--- src/rtl/i2c_tsrm_pkg.sv ---
// Shared types, codes and constants for the I2C target sensor register map.
`default_nettype none

package i2c_tsrm_pkg;

   localparam int WRITE_DEPTH    = 5;
   localparam int NUM_PORTS      = 4;
   localparam int NUM_SENSORS    = 8;
   localparam int WINDOW_BYTES   = 16;
   localparam int WCOUNT_WIDTH   = $clog2(WRITE_DEPTH + 1);
   localparam int WIDX_WIDTH     = $clog2(WRITE_DEPTH);
   localparam int RPOS_WIDTH     = $clog2(WINDOW_BYTES) + 1;
   localparam int SIDX_WIDTH     = $clog2(NUM_SENSORS);
   localparam int PORT_WIDTH     = $clog2(NUM_PORTS);
   localparam int CSR_ADDR_WIDTH = 3;
   localparam int CSR_DATA_WIDTH = 32;

   localparam logic [6:0] RESET_ADDRESS = 7'h69;

   // Command byte ranges decoded on stop.
   localparam logic [7:0] CMD_SETPOINT_LIMIT = 8'd4;
   localparam logic [7:0] CMD_ENABLE_LIMIT   = 8'd8;
   localparam logic [7:0] CMD_GAIN_LIMIT     = 8'd12;

   localparam logic [CSR_ADDR_WIDTH-1:0] CSR_OWN_ADDRESS = 3'h0;

   typedef enum logic [2:0] {
      OP_SENSOR_UPDATE = 3'd0,
      OP_ADDR_MATCH    = 3'd1,
      OP_MASTER_READ   = 3'd2,
      OP_MASTER_WRITE  = 3'd3,
      OP_STOP          = 3'd4,
      OP_COLLISION     = 3'd5,
      OP_BUS_ERROR     = 3'd6
   } op_type;

   typedef enum logic [1:0] {
      RESP_NONE     = 2'd0,
      RESP_ACK      = 2'd1,
      RESP_COMPLETE = 2'd2,
      RESP_RELEASE  = 2'd3
   } response_type;

   typedef enum logic [1:0] {
      KIND_NONE     = 2'd0,
      KIND_SETPOINT = 2'd1,
      KIND_ENABLE   = 2'd2,
      KIND_GAIN     = 2'd3
   } kind_type;

   typedef struct packed {
      logic [2:0]  op;
      logic        rx_nack;
      logic [7:0]  data_in;
      logic [2:0]  sensor_index;
      logic [15:0] sensor_value;
   } req_type;

   typedef struct packed {
      logic        tx_valid;
      logic [7:0]  tx_byte;
      logic [1:0]  response;
      logic [1:0]  update_kind;
      logic [1:0]  update_port;
      logic [15:0] update_value;
      logic        read_overrun;
      logic        write_overrun;
   } rsp_type;

endpackage

`default_nettype wire

--- src/rtl/i2c_target_sensor_register_map_core.sv ---
// Top level of the I2C target sensor register map: request and result registers.
// A request passes the request register, the decode and the result register.
// Throughput: one request per cycle unless the result stalls; the decode sits
// between request and result registers; the result register frees as it is taken.
// Reset is synchronous and active high; it clears the sensor table, buffers,
// counters and settings, sets the first-byte flag and loads address 0x69.
`default_nettype none

module i2c_target_sensor_register_map_core (
   input  wire logic                                   clock,
   input  wire logic                                   reset,
   input  wire logic                                   req_valid,
   output logic                                        req_stall,
   input  wire i2c_tsrm_pkg::req_type                  req_data,
   output logic                                        rsp_valid,
   input  wire logic                                   rsp_stall,
   output i2c_tsrm_pkg::rsp_type                       rsp_data,
   input  wire logic                                   csr_psel,
   input  wire logic                                   csr_penable,
   input  wire logic                                   csr_pwrite,
   input  wire logic [i2c_tsrm_pkg::CSR_ADDR_WIDTH-1:0] csr_paddr,
   input  wire logic [i2c_tsrm_pkg::CSR_DATA_WIDTH-1:0] csr_pwdata,
   output logic      [i2c_tsrm_pkg::CSR_DATA_WIDTH-1:0] csr_prdata,
   output logic                                        csr_pready
);
   import i2c_tsrm_pkg::*;

   logic    req_valid_ff;
   logic    req_valid_in;
   req_type req_data_ff;
   req_type req_data_in;
   logic    rsp_valid_ff;
   logic    rsp_valid_in;
   rsp_type rsp_data_ff;
   rsp_type rsp_data_in;
   rsp_type result;
   logic    advance;
   logic    step;
   logic [6:0] own_address;

   i2c_tsrm_csr u_csr (
      .clock       (clock),
      .reset       (reset),
      .csr_psel    (csr_psel),
      .csr_penable (csr_penable),
      .csr_pwrite  (csr_pwrite),
      .csr_paddr   (csr_paddr),
      .csr_pwdata  (csr_pwdata),
      .csr_prdata  (csr_prdata),
      .csr_pready  (csr_pready),
      .own_address (own_address)
   );

   i2c_tsrm_core u_core (
      .clock       (clock),
      .reset       (reset),
      .step        (step),
      .item        (req_data_ff),
      .own_address (own_address),
      .result      (result)
   );

   // The result register can take a new entry when empty or being drained.
   assign advance   = !rsp_valid_ff || !rsp_stall;
   assign step      = req_valid_ff && advance;
   assign req_stall = req_valid_ff && !advance;

   always_comb begin
      req_valid_in = req_valid_ff;
      req_data_in  = req_data_ff;
      if (!req_stall) begin
         req_valid_in = req_valid;
         req_data_in  = req_data;
      end
      rsp_valid_in = rsp_valid_ff;
      rsp_data_in  = rsp_data_ff;
      if (advance) begin
         rsp_valid_in = req_valid_ff;
         rsp_data_in  = result;
      end
   end

   always_ff @(posedge clock) begin
      if (reset) begin
         req_valid_ff <= 1'b0;
         rsp_valid_ff <= 1'b0;
      end else begin
         req_valid_ff <= req_valid_in;
         rsp_valid_ff <= rsp_valid_in;
      end
   end

   always_ff @(posedge clock) begin
      req_data_ff <= req_data_in;
      rsp_data_ff <= rsp_data_in;
   end

   assign rsp_valid = rsp_valid_ff;
   assign rsp_data  = rsp_data_ff;

endmodule

`default_nettype wire

--- src/rtl/i2c_tsrm_csr.sv ---
// Configuration register block: holds the target's own bus address.
`default_nettype none

module i2c_tsrm_csr (
   input  wire logic                                   clock,
   input  wire logic                                   reset,
   input  wire logic                                   csr_psel,
   input  wire logic                                   csr_penable,
   input  wire logic                                   csr_pwrite,
   input  wire logic [i2c_tsrm_pkg::CSR_ADDR_WIDTH-1:0] csr_paddr,
   input  wire logic [i2c_tsrm_pkg::CSR_DATA_WIDTH-1:0] csr_pwdata,
   output logic      [i2c_tsrm_pkg::CSR_DATA_WIDTH-1:0] csr_prdata,
   output logic                                        csr_pready,
   output logic      [6:0]                             own_address
);
   import i2c_tsrm_pkg::*;

   logic [6:0] own_address_ff;
   logic [6:0] own_address_in;
   logic       sel_own;

   // Registers are word aligned; the two low address bits are ignored.
   assign sel_own = (csr_paddr[CSR_ADDR_WIDTH-1:2] == CSR_OWN_ADDRESS[CSR_ADDR_WIDTH-1:2]);

   always_comb begin
      own_address_in = own_address_ff;
      if (csr_psel && csr_penable && csr_pwrite && sel_own) begin
         own_address_in = csr_pwdata[6:0];
      end
   end

   always_ff @(posedge clock) begin
      if (reset) begin
         own_address_ff <= RESET_ADDRESS;
      end else begin
         own_address_ff <= own_address_in;
      end
   end

   assign csr_prdata  = sel_own ? {{(CSR_DATA_WIDTH-7){1'b0}}, own_address_ff}
                                : '0;
   assign csr_pready  = 1'b1;
   assign own_address = own_address_ff;

endmodule

`default_nettype wire

--- src/rtl/i2c_tsrm_core.sv ---
// Register map state and the single-pass event decode that forms each result.
`default_nettype none

module i2c_tsrm_core (
   input  wire logic                  clock,
   input  wire logic                  reset,
   input  wire logic                  step,
   input  wire i2c_tsrm_pkg::req_type item,
   input  wire logic [6:0]            own_address,
   output i2c_tsrm_pkg::rsp_type      result
);
   import i2c_tsrm_pkg::*;

   logic [15:0]             sensor_ff    [NUM_SENSORS];
   logic [15:0]             sensor_in    [NUM_SENSORS];
   logic [7:0]              wbuf_ff      [WRITE_DEPTH];
   logic [7:0]              wbuf_in      [WRITE_DEPTH];
   logic [15:0]             setpoint_ff  [NUM_PORTS];
   logic [15:0]             setpoint_in  [NUM_PORTS];
   logic [15:0]             gain_ff      [NUM_PORTS];
   logic [15:0]             gain_in      [NUM_PORTS];
   logic [NUM_PORTS-1:0]    enable_ff;
   logic [NUM_PORTS-1:0]    enable_in;
   logic [RPOS_WIDTH-1:0]   rpos_ff;
   logic [RPOS_WIDTH-1:0]   rpos_in;
   logic [WCOUNT_WIDTH-1:0] wcount_ff;
   logic [WCOUNT_WIDTH-1:0] wcount_in;
   logic                    first_ff;
   logic                    first_in;

   logic [15:0]           read_word;
   logic [7:0]            cmd;
   logic [PORT_WIDTH-1:0] port;
   logic [15:0]           word;
   logic                  in_window;
   logic                  buf_full;

   assign read_word = sensor_ff[rpos_ff[SIDX_WIDTH:1]];
   assign in_window = (rpos_ff < RPOS_WIDTH'(WINDOW_BYTES));
   assign buf_full  = (wcount_ff >= WCOUNT_WIDTH'(WRITE_DEPTH));
   assign cmd       = wbuf_ff[0];
   assign port      = cmd[PORT_WIDTH-1:0];
   assign word      = {wbuf_ff[1], wbuf_ff[2]};

   always_comb begin
      sensor_in   = sensor_ff;
      wbuf_in     = wbuf_ff;
      setpoint_in = setpoint_ff;
      gain_in     = gain_ff;
      enable_in   = enable_ff;
      rpos_in     = rpos_ff;
      wcount_in   = wcount_ff;
      first_in    = first_ff;
      result      = '0;

      unique case (op_type'(item.op))
         OP_SENSOR_UPDATE: begin
            sensor_in[item.sensor_index] = item.sensor_value;
         end
         OP_ADDR_MATCH: begin
            result.tx_valid = 1'b1;
            result.tx_byte  = {1'b0, own_address};
            result.response = RESP_ACK;
            first_in        = 1'b1;
         end
         OP_MASTER_READ: begin
            // A NACK on the very first byte still gets data; later it ends the read.
            if (!item.rx_nack || first_ff) begin
               first_in        = 1'b0;
               result.response = RESP_ACK;
               if (in_window) begin
                  result.tx_valid = 1'b1;
                  result.tx_byte  = rpos_ff[0] ? read_word[7:0] : read_word[15:8];
                  rpos_in         = rpos_ff + RPOS_WIDTH'(1);
               end else begin
                  result.read_overrun = 1'b1;
               end
            end else begin
               result.response = RESP_RELEASE;
            end
         end
         OP_MASTER_WRITE: begin
            result.response = RESP_ACK;
            if (!buf_full) begin
               wbuf_in[wcount_ff[WIDX_WIDTH-1:0]] = item.data_in;
               wcount_in = wcount_ff + WCOUNT_WIDTH'(1);
            end else begin
               result.write_overrun = 1'b1;
            end
         end
         OP_STOP: begin
            result.response = RESP_COMPLETE;
            // Entries not rewritten since an earlier command are decoded as they stand.
            if (wcount_ff != '0) begin
               if (cmd < CMD_SETPOINT_LIMIT) begin
                  setpoint_in[port]   = word;
                  result.update_kind  = KIND_SETPOINT;
                  result.update_port  = port;
                  result.update_value = word;
               end else if (cmd < CMD_ENABLE_LIMIT) begin
                  enable_in[port]     = (wbuf_ff[1] != 8'd0);
                  result.update_kind  = KIND_ENABLE;
                  result.update_port  = port;
                  result.update_value = {15'd0, (wbuf_ff[1] != 8'd0)};
               end else if (cmd < CMD_GAIN_LIMIT) begin
                  gain_in[port]       = word;
                  result.update_kind  = KIND_GAIN;
                  result.update_port  = port;
                  result.update_value = word;
               end
            end
            wcount_in = '0;
            rpos_in   = '0;
         end
         default: begin
         end
      endcase
   end

   always_ff @(posedge clock) begin
      if (reset) begin
         sensor_ff   <= '{default: '0};
         wbuf_ff     <= '{default: '0};
         setpoint_ff <= '{default: '0};
         gain_ff     <= '{default: '0};
         enable_ff   <= '0;
         rpos_ff     <= '0;
         wcount_ff   <= '0;
         first_ff    <= 1'b1;
      end else if (step) begin
         sensor_ff   <= sensor_in;
         wbuf_ff     <= wbuf_in;
         setpoint_ff <= setpoint_in;
         gain_ff     <= gain_in;
         enable_ff   <= enable_in;
         rpos_ff     <= rpos_in;
         wcount_ff   <= wcount_in;
         first_ff    <= first_in;
      end
   end

endmodule

`default_nettype wire

--- config.mk ---
export PLATFORM = sky130hd
export DESIGN_NAME = i2c_target_sensor_register_map_core
export DESIGN_NICKNAME = d
export VERILOG_FILES = /design/src/rtl/i2c_tsrm_pkg.sv /design/src/rtl/i2c_target_sensor_register_map_core.sv /design/src/rtl/i2c_tsrm_csr.sv /design/src/rtl/i2c_tsrm_core.sv
export SDC_FILE = /design/constraint.sdc
export NUM_CORES = 1
export LEC_CHECK = 0
export BUFFER_PORTS_ARGS = -buffer_cell sky130_fd_sc_hd__buf_2
export CAP_MARGIN = 20
export CORE_ASPECT_RATIO = 1.5
export CORE_MARGIN = 3
export CORE_UTILIZATION = 25
export CTS_CLUSTER_DIAMETER = 50
export DETAILED_ROUTE_END_ITERATION = 10
export GPL_TIMING_DRIVEN = 1
export SLEW_MARGIN = 20
export SYNTH_ARGS = -nofsm -noshare
export SYNTH_HDL_FRONTEND = slang
export SYNTH_SLANG_ARGS = --single-unit
--- constraint.sdc ---
create_clock -name clock -period 2.85 [get_ports clock]
set_clock_uncertainty 0.15 [all_clocks]
set_input_delay 0 -clock clock [delete_from_list [all_inputs] [get_ports clock]]
set_output_delay 0 -clock clock [all_outputs]
set_load 0.02 [all_outputs]
* Word level (Yosys, flattened, before mapping)
Index checks and enable logic that the tools add are counted.
** Word-level totals
- Bits of input ports :: 73
- Bits in registers :: 250
- Logic and storage cells :: 115
** Operators by class
- Add/sub/neg operators :: 2
- $lt $le $gt $ge :: 10
- Bitwise logic cells :: 7
- Muxes and demuxes :: 28
- Reductions and logical operators :: 28
- Equality and inequality tests :: 7
** Operators with widths (count)
- $bwmux W128 :: 1
- $bmux W16 S3 :: 1
- $demux W16 S3 :: 1
- $mux W16 :: 3
- $bwmux W40 :: 1
- $mux W20 :: 2
- $demux W8 S3 :: 1
- $mux W19 :: 1
- $mux W9 :: 2
- $pmux W9 S2 :: 1
- $lt A8 B4 Y1 const B :: 2
- $mux W8 :: 2
- $ge A4 B4 Y1 const B :: 3
- $not A3 Y4 :: 3
- $mux W5 :: 2
- $pmux W5 S2 :: 1
- $reduce_and A3 Y1 :: 3
- $lt A4 B1 Y1 const B :: 2
- $lt A8 B3 Y1 const B :: 1
- $reduce_bool A8 Y1 :: 1
- $logic_and A1 B1 Y1 :: 7
- $mux W7 :: 1
- $eq A3 B2 Y1 const B :: 2
- $pmux W2 S3 :: 1
- other kinds (23) :: 37

* Depth between registers and ports, before layout
Gate-level depths: netlist (run 1).
- Depth after elaboration :: 8
- Mapped depth :: 7
- Gate-level depth less buffers :: 6

* By module
Synthesis (run 1) repeated with hierarchy kept, for this count alone.
** Second synthesis, totals
- Cells, all modules :: 855
- Area, all modules :: 10000.8 sq um
** Modules (own cells, without submodules)
- i2c_tsrm_core :: instances 1, cells each 715, area an instance 7427.1 sq um
- i2c_target_sensor_register_map_core :: instances 1, cells each 74, area an instance 2006.9 sq um
- i2c_tsrm_csr :: instances 1, cells each 66, area an instance 566.8 sq um

* Worst setup path before layout (run 1)
OpenSTA, ideal clock, no wires.
- Kind :: register -> register
- Start point :: reg req_data_ff[28] in the netlist's numbering
- End point :: reg u_core.sensor_ff[37] in the netlist's numbering
- Buffers on the path :: 2
- Data required time :: 2.572 ns
- Arrival time :: 1.852 ns
- Cell stages (with the launch flop) :: 7
- Path slack :: 0.721 ns
- Period minus slack after synthesis :: 2.129 ns
- Cell sequence :: edfxtp_1 -> or3_1 -> or4_1 -> buf_4 -> buf_6 -> mux2i_1 -> nor2_1
** Between the ends
- Longest elaborated chain between the ends :: 2
** Ends and longest elaborated chain
- start, declared :: line i2c_target_sensor_register_map_core.sv:30 : req_type req_data_ff;
- start signal, assigned :: line i2c_target_sensor_register_map_core.sv:94 : req_data_ff <= req_data_in;
- $logic_not A3 Y1 :: line i2c_tsrm_core.sv:56 : unique case (op_type'(item.op))
- $reduce_and A2 Y1 (no source line)
- end signal, assigned :: line i2c_tsrm_core.sv:131 : sensor_ff <= sensor_in;
- end, declared :: line i2c_tsrm_core.sv:14 : logic [15:0] sensor_ff [NUM_SENSORS];
No other way between the ends.
A chain may end at the register's enable or synchronous reset.

* Worst setup path after layout (run 1)
- Start point :: reg u_core.rpos_ff[1]
- End point :: reg rsp_data_ff (netlist bit rsp_data[28]), data pin
** Between the ends
- Longest elaborated chain between the ends :: 8
- Elaborated cells between the ends (all ways) :: 9
- Those cells by class :: order compare (1); mux (7); bitwise (1)
** Ends and longest elaborated chain
- start, declared :: line i2c_tsrm_core.sv:24 : logic [RPOS_WIDTH-1:0] rpos_ff;
- start signal, assigned :: line i2c_tsrm_core.sv:136 : rpos_ff <= rpos_in;
- $not A3 Y4 (not written as such) :: line i2c_tsrm_core.sv:38 : assign read_word = sensor_ff[rpos_ff[SIDX_WIDTH:1]];
- $bmux W16 S3 :: line i2c_tsrm_core.sv:38
- $mux W16 (not written as such) (2 in a row) :: line i2c_tsrm_core.sv:38
- $mux W8 :: line i2c_tsrm_core.sv:73 : result.tx_byte = rpos_ff[0] ? read_word[7:0] : read_word[15:8];
- $mux W9 * :: line i2c_tsrm_core.sv:71 : if (in_window) begin
- $mux W9 * :: line i2c_tsrm_core.sv:68 : if (!item.rx_nack || first_ff) begin
- $pmux W9 S2 * :: line i2c_tsrm_core.sv:56
- end signal, assigned :: line i2c_target_sensor_register_map_core.sv:95 : rsp_data_ff <= rsp_data_in;
- end, declared :: line i2c_target_sensor_register_map_core.sv:34 : rsp_type rsp_data_ff;
Mark *: on every way between the ends. The rest lies on a longest branch, timed or not. The select of a mux whose other input is x is not followed.

==> impl_results.md, run 1 <==
* Core box area at 38900 um2
* Max FO, Critical Path at 10
* Type of the most critical hold path: input pin to register
* Worst setup startpoint: u_core.rpos_ff[1]
* Worst slew pin tran at 748 ps
* Final setup slack of the worst path at 488 ps
* Max transition margin at 0.500
* Unrepaired setup endpoints after global routing: false
* Synthesized area divided by synthesized cell count at between 10 and 15 um2
* Warnings, synthesis at 0
* Overflow left after global routing at 0
* Buf+Inv Stages, Crit Path at 1
* Worst EP required at 2960 ps
* Max Freq at approximately 420 MHz
* RD Place Congestion at 0.782
* Wire length of the first global-routing pass at about 38000 um
* Largest vdd supply drop at 360 uV
* Number of vias per cell at roughly 4.5
* Syn Inst Count at a little under 900
* Power density normalized to cell area at 596 nW/um2
* FP Rows at 88
* Worst Setup End Kind: register
* Dpl cells at around 1.4k
* Maximum level of the CTS H-tree at 1
* Leakage power figure at 4.96 nW
* Final cycle utilization of the critical path at 0.829
* Dominant delay contributor by cell family on the critical path: flip-flops
* Largest cells by area after synthesis: dfxtp_1, edfxtp_1, mux2i_1
* Die outline height at 250 um
* Post-cts sizing count at 0
* Die boundary width at 169 um
* Cell area after placement at about 11000 um2
* #FFs+latches synth at 234
* Clock buffer count from CTS at 24
* Growth of design area from synthesis to finish at 22.4%
* Area leader, netlist: dfxtp_1
* Setup crit start kind: register
* Final Power at a little over 7 mW
* Min Tclk post-route at 2360 ps
* Final HPWL from detailed placement at 16200 um
* Cell-by-cell trace of the critical path: buf_4 -> mux4_2 -> a22oi_1 -> nand3_1
* Finished Core Util at 0.314
* Total wire length at 24200 um
* Delay of the slowest cell on the worst path at 600 ps
* CTS tree: done
* Maximum capacitance violations at 0
* Post-route cell area at between 10000 and 15000 um2
* DR WL/cell at between 15 and 20 um
* Worst reg2reg startpoint: u_core.rpos_ff[1]
* Count of pins over their slew limit at 0
* Dominant synthesized flop cell: dfxtp_1
* Distinct cells, synth at 46
* Share of Yosys cell area claimed by the top area cell type at 0.342
* Number of ports placed on the die boundary at ~140
* Sequential cell area fraction in the yosys report at 0.535
* Clock sink total at about 230
* DRC at 0
* Count of endpoints failing setup in the final report at 0
* Number of buffers between clock root and the deepest sink at 3
* Layout cell share with drive strength beyond 1 at 0.180
* Starting density of the core at 0.256
* Count of buffers from port buffering at 87
* Number of antenna cells inserted at 0
* Nets at 1074
* Critical path data arrival time at between 2000 and 2500 ps
* Die Footprint at about 42000 um2
* Cell with the largest stage delay on the worst path: dfxtp_1
* Vias in the first global route at 6766
* Initial DRC count at 473
* Total Negative Setup Slacks at 0 ps
* Startpoint-to-endpoint class of the critical path: register to register
* Post-route antenna net violation count at 0
* Run status: finished clean
* Setup Slack @ Placement at 498 ps
* Via total after detailed routing at a little under 7k
* Launch instance of the worst min-delay path: csr_pwrite
* First drt pass iteration count at 5
* Skew-Pair Late Insertion Delay at 520 ps
* Worst hold slack across all endpoints at approximately 28 ps
* Largest net degree at the start of global routing at 70
* Number of flops mapped to enable cells by yosys at 64
* Netlist area before placement at 9960 um2
* Count of non-filler cells in the finished layout at ~1.5k
* Number of hold-slack violations in the final timing report at 0
* Clock tree root driver cell: clkbuf_16
* Async set-or-reset flop fraction in the synthesized netlist at 0
* Antenna violations before repair at 0
* Clock-pin transition on the worst setup and hold timing paths at 60 ps
* Combined global-route utilization of all metal layers at 0.112
[power breakdown]
group          total (mW)  leakage (nW)  internal [mW]  switching, mW
sequential           3.54          2.09           3.47         0.0654
combinational       0.335          2.45          0.131          0.205
clock                3.39         0.423           2.11           1.29
total                7.27          4.96           5.71           1.56
[cells in the final DEF, fill, tap and decap left out, types with 6 or more instances in the layout]
cell / netlist / final
nor2b_1: 12 / 12
mux4_2: 19 / 19
buf_2: 17 / 86
mux2i_1: 184 / 184
clkbuf_1: 45 / 7
nand3_1: 11 / 10
nand2b_1: 7 / 7
a21oi_1: 15 / 15
inv_1: 10 / 10
edfxtp_1: 64 / 64
dlygate4sd3_1: 0 / 45
and2_1: 22 / 22
a22oi_1: 21 / 21
nand4b_1: 8 / 8
buf_4: 29 / 24
clkbuf_16: 0 / 26
conb_1: 2 / 26
nor2_1: 171 / 171
nor4_1: 6 / 6
dfxtp_1: 170 / 169
nand2_1: 11 / 11
[synthesized netlist by cell type (10+ instances only)]
cell / number
mux2i_1: 184
nor2_1: 171
dfxtp_1: 170
edfxtp_1: 64
clkbuf_1: 45
buf_4: 29
and2_1: 22
a22oi_1: 21
mux4_2: 19
buf_2: 17
a21oi_1: 15
nor2b_1: 12
nand2_1: 11
nand3_1: 11
inv_1: 10
[cells by family (layout without fill, tap and decap cells)]
| group | after synthesis | count (layout) | synth area share |
|---|---|---|---|
| other cells | 2 | 26 | 0.000754 |
| mux | 203 | 203 | 0.228 |
| simple gates | 277 | 277 | 0.139 |
| compound gates | 57 | 57 | 0.0386 |
| flops | 234 | 234 | 0.535 |
| fa+ha+maj | 4 | 4 | 0.00502 |
| buf+inv | 106 | 214 | 0.0545 |
[flip-flops by register name (all words and copies together) (netlist names), 3 cells and up]
| name | flops |
|---|---|
| u_core.cmd | 8 |
| u_csr.own_address | 7 |
| u_core.sensor_ff | 128 |
| req_data_ff | 31 |
| u_core.wbuf_ff | 16 |
| rsp_data | 33 |
| u_core.rpos_ff | 5 |
| u_core.wcount_ff | 3 |
[layout make-up]
type,instances,area [um2]
Fill cell,3914,26700
Sequential cell,234,5330
Multi-Input combinational cell,567,4190
Timing Repair Buffer,160,1160
Clock buffer,36,718
Tap cell,495,619
Clock inverter,8,144
Inverter,10,37.5
[routing by layer]
layer	GRT usage	wire, um	up-vias
li1	-	-	3274
met1	0.130	9660	3277
met2	0.205	12600	171
met3	0.0164	1090	52
met4	0.0429	889	0
met5	0	0	-
[worst reg2reg max path, cell delays in order (launching register included)]
cell,delay (ps)
dfxtp_1,600
buf_4,280
mux4_2,530
a22oi_1,410
nand3_1,130
[timing repair]
item | 4_1_cts | 5_1_grt
setup buffers | 0 | 0
hold buffers | 45 | 0
endpoints found under the hold margin | 110 | 0
[path summary, 6_finish.rpt]
| kind | endpoint | slack [ps] | cells after the start |
|---|---|---|---|
| setup / recovery | rsp_data[28] | 490 | 4 |
| hold / removal | u_csr.own_address[1] | 30 | 4 |
| setup reg to reg | rsp_data[28] | 490 | 4 |
| hold reg to reg | u_core.wbuf_ff[21] | 340 | 2 |
(Power assumes the default switching activity.)
==> run 2: changes to the inputs <==
Settings changed: ABC_AREA set to 1.
Clock period 2.85 ns to 2.1 ns, I/O delays scaled along.
==> run 2 against run 1 <==
Routed wire length rose by 12%. Synthesized cell count is 46% higher. Largest cell class unchanged. Flip-flop and latch count stayed put. Non-clock buffer count grew 13. Critical path depth increased by 2. Hold slack worse by 11 ps. Global-route usage is 1.2 points higher. Register-to-register slack got worse by 420 ps. Worst setup slack got worse by 420 ps.
==> impl_results.md, run 2 <==
* Buf+Inv Stages, Crit Path at 0 (was 1)
* Commonest non-fill, non-tap cell in the layout: nand2_1 (was mux2i_1)
* FF/Latch Area at 5330 um2 (unchanged)
* FP Rows at 89 (was 88)
* Commonest non-fill, non-tap cells in the layout: nand2_1, dfxtp_1, a21oi_1, nand3_1, inv_1 (was mux2i_1, nor2_1, dfxtp_1, buf_2, edfxtp_1)
* Syn Inst Count at 1286 (was 883)
* Max Freq at 492 MHz (was 423 MHz)
* RD Place Congestion at 0.780 (was 0.782)
* Synthesized area divided by synthesized cell count at 7.89 um2 (was 11.3 um2)
* Delay of the slowest cell on the worst path at 450 ps (was 600 ps)
* Max FO, Critical Path at 25 (was 10)
* CTS tree: done (unchanged)
* Worst hold slack across all endpoints at 17.9 ps (was 28.5 ps)
* Dominant delay contributor by cell family on the critical path: simple AND/OR/NAND/NOR gates (was flip-flops)
* Die boundary width at 170 um (was 169 um)
* Dominant synthesized flop cell: dfxtp_1 (unchanged)
* Number of vias per cell at 4.44 (was 4.49)
* Most frequently used cell type in the post-synthesis netlist: nand2_1 (was mux2i_1)
* Max transition margin at 0.471 (was 0.500)
* Count of endpoints failing setup in the final report at 0 (unchanged)
* Min Tclk post-route at 2030 ps (was 2360 ps)
* Share of Yosys cell area claimed by the top area cell type at 0.336 (was 0.342)
* Starting density of the core at 0.255 (was 0.256)
* Sequential cell area fraction in the yosys report at 0.525 (was 0.535)
* Distinct cells, synth at 30 (was 46)
* DR WL/cell at 14.2 um (was 16.0 um)
* Maximum capacitance violations at 0 (unchanged)
* Worst reg-to-reg setup slack at 70 ps (was 490 ps)
* Footprint of the multi-input gates at 3850 um2 (was 4190 um2)
* Power density normalized to cell area at 761 nW/um2 (was 596 nW/um2)
* Run status: finished clean (unchanged)
* Nets at 1483 (was 1074)
* Maximum level of the CTS H-tree at 1 (unchanged)
* Register with the highest flop count: u_core.sensor_ff (unchanged)
* Layout cell share with drive strength beyond 1 at 0.129 (was 0.180)
* Capture point of the worst path: u_core.sensor_ff[73] (was rsp_data[28])
* Reg-to-reg endpoint: u_core.sensor_ff[73] (was rsp_data[28])
* Largest vdd supply drop at 490 uV (was 360 uV)
* Fillers at 4159 (was 3914)
* Clock sink total at 234 (unchanged)
* Clock buffer count from CTS at 23 (was 24)
* Post-route antenna net violation count at 0 (unchanged)
* DRC at 0 (unchanged)
* Worst EP required at 2330 ps (was 2960 ps)
* Final HPWL from detailed placement at 17800 um (was 16200 um)
* Worst Setup End Kind: register (unchanged)
* Number of ports placed on the die boundary at 141 (unchanged)
* Cell area after placement at 11100 um2 (was 10900 um2)
* Setup crit start kind: register (unchanged)
* Number of hold-slack violations in the final timing report at 0 (unchanged)
* Die Footprint at 43100 um2 (was 42300 um2)
* Setup Slack @ Placement at 48.0 ps (was 498 ps)
* Type of the most critical hold path: input pin to register (unchanged)
* Cell with the largest stage delay on the worst path: edfxtp_1 (was dfxtp_1)
* Antenna violations before repair at 0 (unchanged)
* Largest register FFs at 128 (unchanged)
* Count of pins over their slew limit at 0 (unchanged)
* Number of buffers between clock root and the deepest sink at 3 (unchanged)
* Combined global-route utilization of all metal layers at 0.124 (was 0.112)
* Final cycle utilization of the critical path at 0.968 (was 0.829)
* Count of cells along the worst register-to-register path at 6 (was 4)
* Die outline height at 253 um (was 250 um)
* Growth of design area from synthesis to finish at 21.9% (was 22.4%)
* Clock tree root driver cell: clkbuf_16 (unchanged)
* Worst setup startpoint: req_data_ff[28] (was u_core.rpos_ff[1])
* Final setup slack of the worst path at 67.2 ps (was 488 ps)
* Count of non-filler cells in the finished layout at 1921 (was 1510)
* Worst slew pin tran at 794 ps (was 748 ps)
* Unrepaired setup endpoints after global routing: true (was false)
* Core box area at 39800 um2 (was 38900 um2)
* First drt pass iteration count at 5 (unchanged)
* Overflow left after global routing at 0 (unchanged)
* Post-route cell area at 12400 um2 (was 12200 um2)
* Post-cts sizing count at 0 (unchanged)
* Wire length of the first global-routing pass at 43200 um (was 37900 um)
* Commonest cells post-synth: nand2_1, dfxtp_1, a21oi_1, nand3_1, inv_1 (was mux2i_1, nor2_1, dfxtp_1, edfxtp_1, clkbuf_1)
* Critical path data arrival time at 2260 ps (was 2470 ps)
* #FFs+latches synth at 234 (unchanged)
* Via total after detailed routing at 8527 (was 6774)
* Count of buffers from port buffering at 87 (unchanged)
* Initial DRC count at 497 (was 473)
* Cell-by-cell trace of the critical path: nor2_4 -> nand2_2 -> nor2_4 -> nand2_2 -> o21ai_0 -> a21oi_1 (was buf_4 -> mux4_2 -> a22oi_1 -> nand3_1)
* Async set-or-reset flop fraction in the synthesized netlist at 0 (unchanged)
* Largest cells by area after synthesis: dfxtp_1, edfxtp_1, nand2_1 (was dfxtp_1, edfxtp_1, mux2i_1)
* Warnings, synthesis at 0 (unchanged)
* Netlist area before placement at 10100 um2 (was 9960 um2)
* Vias in the first global route at 8119 (was 6766)
* Startpoint-to-endpoint class of the critical path: register to register (unchanged)
* Largest net degree at the start of global routing at 93 (was 70)
* Worst reg2reg startpoint: req_data_ff[28] (was u_core.rpos_ff[1])
* CP Depth at 6 (was 4)
* Dpl cells at 1824 (was 1421)
* Number of antenna cells inserted at 0 (unchanged)
* Finished Core Util at 0.311 (was 0.314)
* Leakage power figure at 4.88 nW (was 4.96 nW)
* Clock-pin transition on the worst setup and hold timing paths at 60 ps (about the same)
* Number of flops mapped to enable cells by yosys at 64 (unchanged)
* Total wire length at 27200 um (was 24200 um)
* Skew-Pair Late Insertion Delay at 510 ps (was 520 ps)
* Area leader, netlist: dfxtp_1 (unchanged)
[run 2: cell count changes in the layout (fill, tap and decap cells not counted), sizes merged, moves of 88 or more]
cell	delta
mux2i	-184
nor2	-98
o21ai	+88
a21oi	+140
nand3	+141
nand2	+293
inv	+124
[run 2: per-layer routing]
layer	wire length, um	global-route usage	vias up	share of wire
met5	0	0	-	0
met4	863	0.0459	0	0.032
met3	1250	0.0163	39	0.046
met2	14100	0.228	219	0.52
met1	11000	0.146	3889	0.40
li1	-	-	4380	-
[run 2: cell families (layout without fill, tap and decap cells)]
family	Yosys count	after routing	share of synthesized area
other	2	26	0.000740
and+or+nand+nor	545	545	0.232
adders and majority gates	4	4	0.00493
DFF	234	234	0.525
AOI/OAI and AO/OA	259	259	0.131
xor gates and xnor gates	2	2	0.00173
buffers and inverters	240	351	0.105
[run 2: final cells by class]
cell class / count / area share
Clock buffer: 34 / 0.0548
Clock inverter: 6 / 0.00253
Inverter: 138 / 0.0422
Multi-Input combinational cell: 836 / 0.312
Sequential cell: 234 / 0.431
Tap cell: 500 / 0.0506
Timing Repair Buffer: 173 / 0.107
[run 2: where the power goes]
group          total [mW]  switching, mW  internal (mW)  leakage, nW
clock network        3.95           1.71           2.23        0.354
logic               0.646          0.409          0.237         2.44
registers            4.82          0.101           4.72         2.09
[run 2: worst min-delay path by stage]
stage                      start               endpoint  slack, ps  cells after the start
finish                     reset  u_core.sensor_ff[121]         20                      6
global route        req_data[11]        req_data_ff[11]         50                      2
global placement     req_data[2]         req_data_ff[2]         30                      1
detailed placement   req_data[3]         req_data_ff[3]         30                      1
CTS                        reset    u_core.wcount_ff[0]          5                      3
floorplan            req_data[0]         req_data_ff[0]        -50                      0
[run 2: timing repair]
item | CTS | global route
buffers inserted | 0 | 0
endpoints found under the setup margin | 0 | 56
hold buffers | 57 | 0
endpoints found under the hold margin | 170 | 0
[run 2: worst min-delay path, stage by stage]
cell	delay, ps
buf_2	100
inv_2	40
buf_12	140
buf_16	200
o21ai_0	110
a21oi_1	40
[run 2: stage by stage]
step	TNS (ps)	power (mW)
2_1_floorplan	0	5.29
3_3_place_gp	0	5.48
3_5_place_dp	0	5.49
4_1_cts	0	9.53
5_1_grt	-3380	9.80
6_report	0	9.41
